--- config.mk ---
export PLATFORM = sky130hd
export DESIGN_NAME = ssht_alu
export DESIGN_NICKNAME = d
export VERILOG_FILES = /design/src/hw/rtl/site_stats_hash_table_defines.svh /design/src/hw/rtl/ssht_pkg.sv /design/src/hw/rtl/ssht_alu.sv
export SDC_FILE = /design/constraint.sdc
export NUM_CORES = 1
export LEC_CHECK = 0
export ABC_AREA = 1
export BUFFER_PORTS_ARGS = -buffer_cell sky130_fd_sc_hd__clkbuf_2
export CAP_MARGIN = 20
export CORE_ASPECT_RATIO = 1.2
export CORE_UTILIZATION = 42
export DETAILED_ROUTE_END_ITERATION = 12
export SLEW_MARGIN = 0
export SYNTH_ARGS = -nofsm -noshare
export SYNTH_HDL_FRONTEND = slang
export SYNTH_SLANG_ARGS = --single-unit
export TNS_END_PERCENT = 30
--- constraint.sdc ---
create_clock -name vclk -period 3.1
set_input_delay 0.155 -clock vclk [all_inputs]
set_output_delay 0.155 -clock vclk [all_outputs]
set_load 0.1 [all_outputs]
--- src/hw/rtl/site_stats_hash_table_defines.svh ---
// Assertion macros for the site statistics hash table.
// Included by the RTL files that carry concurrent assertions; no other dependencies.
`ifndef SITE_STATS_HASH_TABLE_DEFINES_SVH
`define SITE_STATS_HASH_TABLE_DEFINES_SVH
`ifndef SYNTHESIS
`define SSHT_ASSERT(name, prop, msg) \
   name: assert property (@(posedge clock) disable iff (reset) prop) else $error(msg);
`define SSHT_ASSERT_ALWAYS(name, prop, msg) \
   name: assert property (@(posedge clock) prop) else $error(msg);
`else
`define SSHT_ASSERT(name, prop, msg)
`define SSHT_ASSERT_ALWAYS(name, prop, msg)
`endif
`endif

--- src/hw/rtl/ssht_pkg.sv ---
// Shared types, constants and helper functions of the site statistics hash table.
// No dependencies; used by ssht_alu and site_stats_hash_table.
package ssht_pkg;

   localparam int TABLE_ENTRIES = 256;
   localparam int SLOT_W        = $clog2(TABLE_ENTRIES);
   localparam int KEY_W         = 48;
   localparam int LINE_W        = 32;
   localparam int BYTES_W       = 48;
   localparam int COUNT_W       = 32;
   localparam int FUNC_W        = 2;
   localparam int SLOT_OUT_W    = 8;

   localparam logic [LINE_W-1:0] HASH_MUL = 32'h9E37_79B1;

   localparam logic [FUNC_W-1:0] FUNC_ALLOC = 2'd0;
   localparam logic [FUNC_W-1:0] FUNC_GROW  = 2'd1;
   localparam logic [FUNC_W-1:0] FUNC_FREE  = 2'd2;

   typedef enum logic [1:0] {
      STAT_HIT,
      STAT_NEW,
      STAT_FULL,
      STAT_IGNORED
   } status_type;

   typedef enum logic [1:0] {
      ALU_ADD_SAT,
      ALU_SUB_FLOOR,
      ALU_MAX
   } alu_op_type;

   typedef enum logic [2:0] {
      ST_IDLE,
      ST_READ,
      ST_PROBE,
      ST_ACCUM,
      ST_LIVE,
      ST_PEAK,
      ST_WRITE
   } state_type;

   typedef struct packed {
      logic [KEY_W-1:0]   key;
      logic [LINE_W-1:0]  line;
      logic [BYTES_W-1:0] allocated;
      logic [BYTES_W-1:0] freed;
      logic [BYTES_W-1:0] live;
      logic [BYTES_W-1:0] peak;
      logic [COUNT_W-1:0] allocs;
      logic [COUNT_W-1:0] grows;
      logic [COUNT_W-1:0] frees;
   } entry_type;

   typedef struct packed {
      logic                  strobe;
      status_type            status;
      logic [SLOT_OUT_W-1:0] slot;
      logic [BYTES_W-1:0]    allocated;
      logic [BYTES_W-1:0]    freed;
      logic [BYTES_W-1:0]    live;
      logic [BYTES_W-1:0]    peak;
      logic [COUNT_W-1:0]    allocs;
      logic [COUNT_W-1:0]    grows;
      logic [COUNT_W-1:0]    frees;
      logic                  overflow;
   } rsp_type;

   function automatic logic [COUNT_W-1:0] inc_sat(input logic [COUNT_W-1:0] count);
      return (count == '1) ? count : count + COUNT_W'(1);
   endfunction

   // The reported slot carries the full table index, since SLOT_OUT_W equals SLOT_W.
   function automatic logic [SLOT_OUT_W-1:0] slot_out(input logic [SLOT_W-1:0] slot);
      logic [15:0] wide;
      wide = 16'(slot);
      return wide[SLOT_OUT_W-1:0];
   endfunction

endpackage

--- src/hw/rtl/ssht_alu.sv ---
// Shared 48-bit byte-counter unit: saturating add, subtract with floor at zero, maximum.
// Depends on ssht_pkg.
module ssht_alu (
   input  ssht_pkg::alu_op_type            op,
   input  logic [ssht_pkg::BYTES_W-1:0]    a,
   input  logic [ssht_pkg::BYTES_W-1:0]    b,
   output logic [ssht_pkg::BYTES_W-1:0]    y
);

   logic                        sub;
   logic [ssht_pkg::BYTES_W:0]  sum;

   // One adder serves all operations; for a subtraction the carry out means a >= b.
   assign sub = (op != ssht_pkg::ALU_ADD_SAT);
   assign sum = {1'b0, a} + {1'b0, b ^ {ssht_pkg::BYTES_W{sub}}}
                + (ssht_pkg::BYTES_W + 1)'(sub);

   always_comb begin
      unique case (op)
         ssht_pkg::ALU_ADD_SAT: begin
            y = sum[ssht_pkg::BYTES_W] ? '1 : sum[ssht_pkg::BYTES_W-1:0];
         end
         ssht_pkg::ALU_SUB_FLOOR: begin
            y = sum[ssht_pkg::BYTES_W] ? sum[ssht_pkg::BYTES_W-1:0] : '0;
         end
         ssht_pkg::ALU_MAX: begin
            y = sum[ssht_pkg::BYTES_W] ? a : b;
         end
         default: begin
            y = a;
         end
      endcase
   end

endmodule

# == Word-level counts from Yosys, hierarchy flattened ==
# Index checks and enable logic that the tools add are counted.
# totals
reg_bits,0
latchBits,0
mem_bits_rw,0
romBits,0
in_bits,98
out_inout_bits,48
elab_cells,11
mem_count,0
# classes
add_sub_neg,2
multipliers,0
n_div,0
magnitude_cmp,0
eq_ne,2
shift,0
n_mux,4
bitwise,1
reduce_logical,2
# ops
cell,n
2-to-1 mux 48 bit,3
case mux 48 bit (3 select lines),1
adder 48 x 48 -> 49 bit,1
adder 49 x 1 -> 49 bit,1
bitwise XOR 48 bit,1
"== test 2 x 1 -> 1 bit, second input constant",1
"== test 2 bit, second input constant",1
logical NOT 2 bit,1
nonzero test 2 bit,1

# == Longest topological paths before layout ==
# logic_depth
word_depth,6
depth_mapped,21
depth_no_buf,18

# == Least setup slack after synthesis ==
# OpenSTA, ideal clock, no wires.
# synth_timing
path_kind,input-to-output
from,input op[1]
to,output y[0] in the netlist's numbering
arrival_time_ps,3352
t_required_ps,2945
setup_slack_ps,-407
cell_stages,15
path_buffers,4
cell_sequence,nor2_1 buf_2 buf_2 xor2_1 ha_1 a21oi_1 inv_1 a21oi_1 nand2_1 a21oi_1 nand3_4 buf_6 buf_4 o211ai_1 nand3_1
# synth_between
elab_chain_len,6
elab_cells_between_ends,11
cone_classes,2 x add/sub; 2 x eq/ne; 4 x mux; 1 x bitwise; 2 x reduce/logical
# synth_lines
item,line_no,source
start: declaration,ssht_alu.sv:4,"input ssht_pkg::alu_op_type op,"
nonzero test 2 bit,ssht_alu.sv:14,assign sub = (op != ssht_pkg::ALU_ADD_SAT);
bitwise XOR 48 bit,ssht_alu.sv:15,"assign sum = {1'b0, a} + {1'b0, b ^ {ssht_pkg::BYTES_W{sub}}}"
adder 48 x 48 -> 49 bit,ssht_alu.sv:15,
adder 49 x 1 -> 49 bit,ssht_alu.sv:16,+ (ssht_pkg::BYTES_W + 1)'(sub);
"2-to-1 mux 48 bit, on equally long branches","ssht_alu.sv:27, ssht_alu.sv:21, ssht_alu.sv:24",
case mux 48 bit (3 select lines) *,ssht_alu.sv:19,unique case (op)
end: declaration,ssht_alu.sv:7,output logic [ssht_pkg::BYTES_W-1:0] y
# Every way passes the cells marked *; elsewhere a longest branch is shown, timed or not.

# == Worst setup path after layout ==
# layout_timing
from,input op[0]
to,output y[7] in the netlist's numbering
# The elaborated chain is that of the path after synthesis.

==> metrics.md <==
| Metric | Value |
|---|---|
| Status | complete, but fails checks |
| Seq Cell Count | 0 |
| Worst EP required | a little under 3 ns |
| Worst setup startpoint | op[0] |
| Leak | approximately 5.7 nW |
| CP startpoint kind | input port |
| Worst Max-Slew Pin Slew | 0.742 ns |
| Slew HR | 0.504 |
| Crit path DAT | approximately 3 ns |
| Slew Viols, Final | 0 |
| Post-route cell area | roughly 9400 um^2 |
| M1 wire length | ~11,000 um |
| Max Clock Freq | about 0.31 GHz |
| Post-Syn Instances | between 1,000 and 1,500 |
| Wire length per cell | 14.5 um |
| DR WL met3 | around 1500 um |
| Final worst slack | -0.0781 ns |
| Global-route wire length before repair | 37,800 um |
| Initial Util | 0.433 |
| Placer congestion estimate | about 0.95 |
| Final Routed Wirelength | between 20,000 and 30,000 um |
| Final setup vio count | 41 |
| Largest net degree at the start of global routing | 53 |
| Number of global-route vias before repair | 7,719 |
| Min-Delay Startpoint | a[24] |
| Proportion of layout cells with a drive suffix above 1 | 0.222 |
| FF+latch area | 0 um^2 |
| CP delay by family, top | buffers and inverters |
| Setup_tns | -0.852 ns |
| RSZ-0062 raised after global routing | yes |
| Maximum vdd drop | roughly 0.32 mV |
| Rows | between 40 and 50 |
| Routed vias | approximately 8,500 |
| Number of hold buffers added after CTS | 0 |
| Crit-path slowest cell | ha_1 |
| Met2 Wirelength | ~12,000 um |
| Worst stage delay on the critical path | 0.25 ns |
| Vias per cell | between 4 and 5 |
| Final Hold Fails | 0 |
| Final #Nets | 1,711 |
| Clk_buf instances | 0 |
| Die H | between 100 and 150 um |
| Crit path buf inv count | 7 |
| Worst setup EP type | output port |
| Core box area | around 15,000 um^2 |
| Syn_nets | between 1,000 and 1,500 |
| Io pins | 146 |
| Placed inst area | about 9000 um^2 |
| Die X | around 110 um |
| Avg Inst Size Synth | 4.71 um^2 |
| DR pass1 iterations | 5 |
| Drt drc | 0 |
| Worst min path class | input port to output port |
| Gr usage total | 0.305 |
| Most common cell after layout, fill and taps aside | nand2_1 |
| I/O Buffers | about 150 |
| Worst hold margin | 0.730 ns |
| Mapped Area | 6290 um^2 |
| Crit path time final | ~3.2 ns |
| CP Cell Sequence | clkbuf_2, nor2_4, buf_4, clkbuf_16, xor2_1, ha_1, nand2_1, nor2_1, buf_4, nand2_1, nand2_1, a21oi_2, nand3_4, buf_12, nand2_8, buf_6, nand2_1, nand2_1, nand3_2, buf_12 |
| Worst Path Max Fanout | 11 |
| Period utilisation layout | 1.03 |
| Highest Signal Layer | met4 |
| Crit path kind | input port to output port |
| Pwr/cell area | just over 400 nW/um^2 |
| Failing checks | negative setup slack |
| Max-cap violation count | 0 |
| Pre-CTS WS | -0.0686 ns |
| Initial antenna violation count | 1 |
| Total grt overflow | 0 |
| Drt initial violations | roughly 500 |
| Most frequent cells in the layout | nand2_1 (578), inv_1 (252), clkbuf_2 (98) |
| DP HPWL | a little over 20,000 um |
| Most Frequent Cell on Critical Path | nand2_1 |
| Die area | roughly 15,000 um^2 |
| P&R area growth vs syn | 49.3% |
| Seq/Total Area, Yosys | 0 |
| Syn. warnings | 0 |
| ANT nets after route | 0 |
| Post-synthesis cell type count | 31 |
[tightest hold or removal path: stages]
cell      delay, ns
clkbuf_2       0.10
nand2_1        0.06
nand3_2        0.09
buf_12         0.17
[routing by layer]
metal | up-vias | GRT usage
li1 | 4486 | -
met4 | 0 | 0.0424
met3 | 29 | 0.0156
met2 | 272 | 0.566
met1 | 3749 | 0.394
met5 | - | 0
[logic make-up after synthesis]
| group | synth area share |
|---|---|
| adders and majority gates | 0.0986 |
| AOI/OAI and AO/OA | 0.0899 |
| and+or+nand+nor | 0.524 |
| buffers and inverters | 0.187 |
| xor gates and xnor gates | 0.100 |
[cells in the mapped netlist, types with 2 or more instances]
| cell type | instances | share of area |
|---|---|---|
| buf_2 | 9 | 0.0072 |
| nor2_4 | 2 | 0.0036 |
| o21ai_1 | 7 | 0.0056 |
| nand2_1 | 588 | 0.35 |
| buf_6 | 10 | 0.018 |
| and2_1 | 3 | 0.0030 |
| o21bai_1 | 9 | 0.011 |
| inv_1 | 252 | 0.15 |
| xnor2_1 | 22 | 0.031 |
| nor2_2 | 2 | 0.0020 |
| ha_1 | 48 | 0.095 |
| inv_2 | 3 | 0.0018 |
| nor2_1 | 91 | 0.054 |
| nand2_2 | 2 | 0.0020 |
| xor2_1 | 50 | 0.070 |
| a21oi_1 | 41 | 0.033 |
| nand3_1 | 109 | 0.087 |
| nand4_1 | 9 | 0.0089 |
| o21ai_0 | 44 | 0.035 |
| nor3_1 | 8 | 0.0064 |
| o211ai_1 | 2 | 0.0024 |
| clkbuf_1 | 15 | 0.0089 |
[path summary, 6_finish.rpt]
kind / to / slack [ns] / depth (start not counted)
max: y[7] / -0.08 / 20
min: y[24] / 0.73 / 4
[stage by stage]
step	instances	total power, mW	util
after floorplan	1335	2.39	-
after global placement	1741	3.62	0.617
after detailed placement	1741	3.65	0.617
after CTS	1741	3.67	0.618
after global routing	1763	4.12	0.646
final	1763	3.84	0.646
[final cells by class]
class                      count  area [um^2]
multi-input combinational   1045         5580
fill                        1479         5140
timing repair buffer         262         2600
inverter                     255          957
tap                          200          250
antenna                        1         2.50
[where the power goes]
group | switching [mW] | internal (mW) | total [mW]
clock | 0 | 0.000000127 | 0.000000127
combinational | 2.42 | 1.43 | 3.84
sequential | 0 | 0 | 0
[repair_timing]
action | CTS | global route
resized for setup | 2 | 38
pin swaps | 0 | 8
setup endpoints to repair | 41 | 48
setup buffers | 0 | 12
gates cloned | 0 | 9
Power figures use the tool's default switching activity.
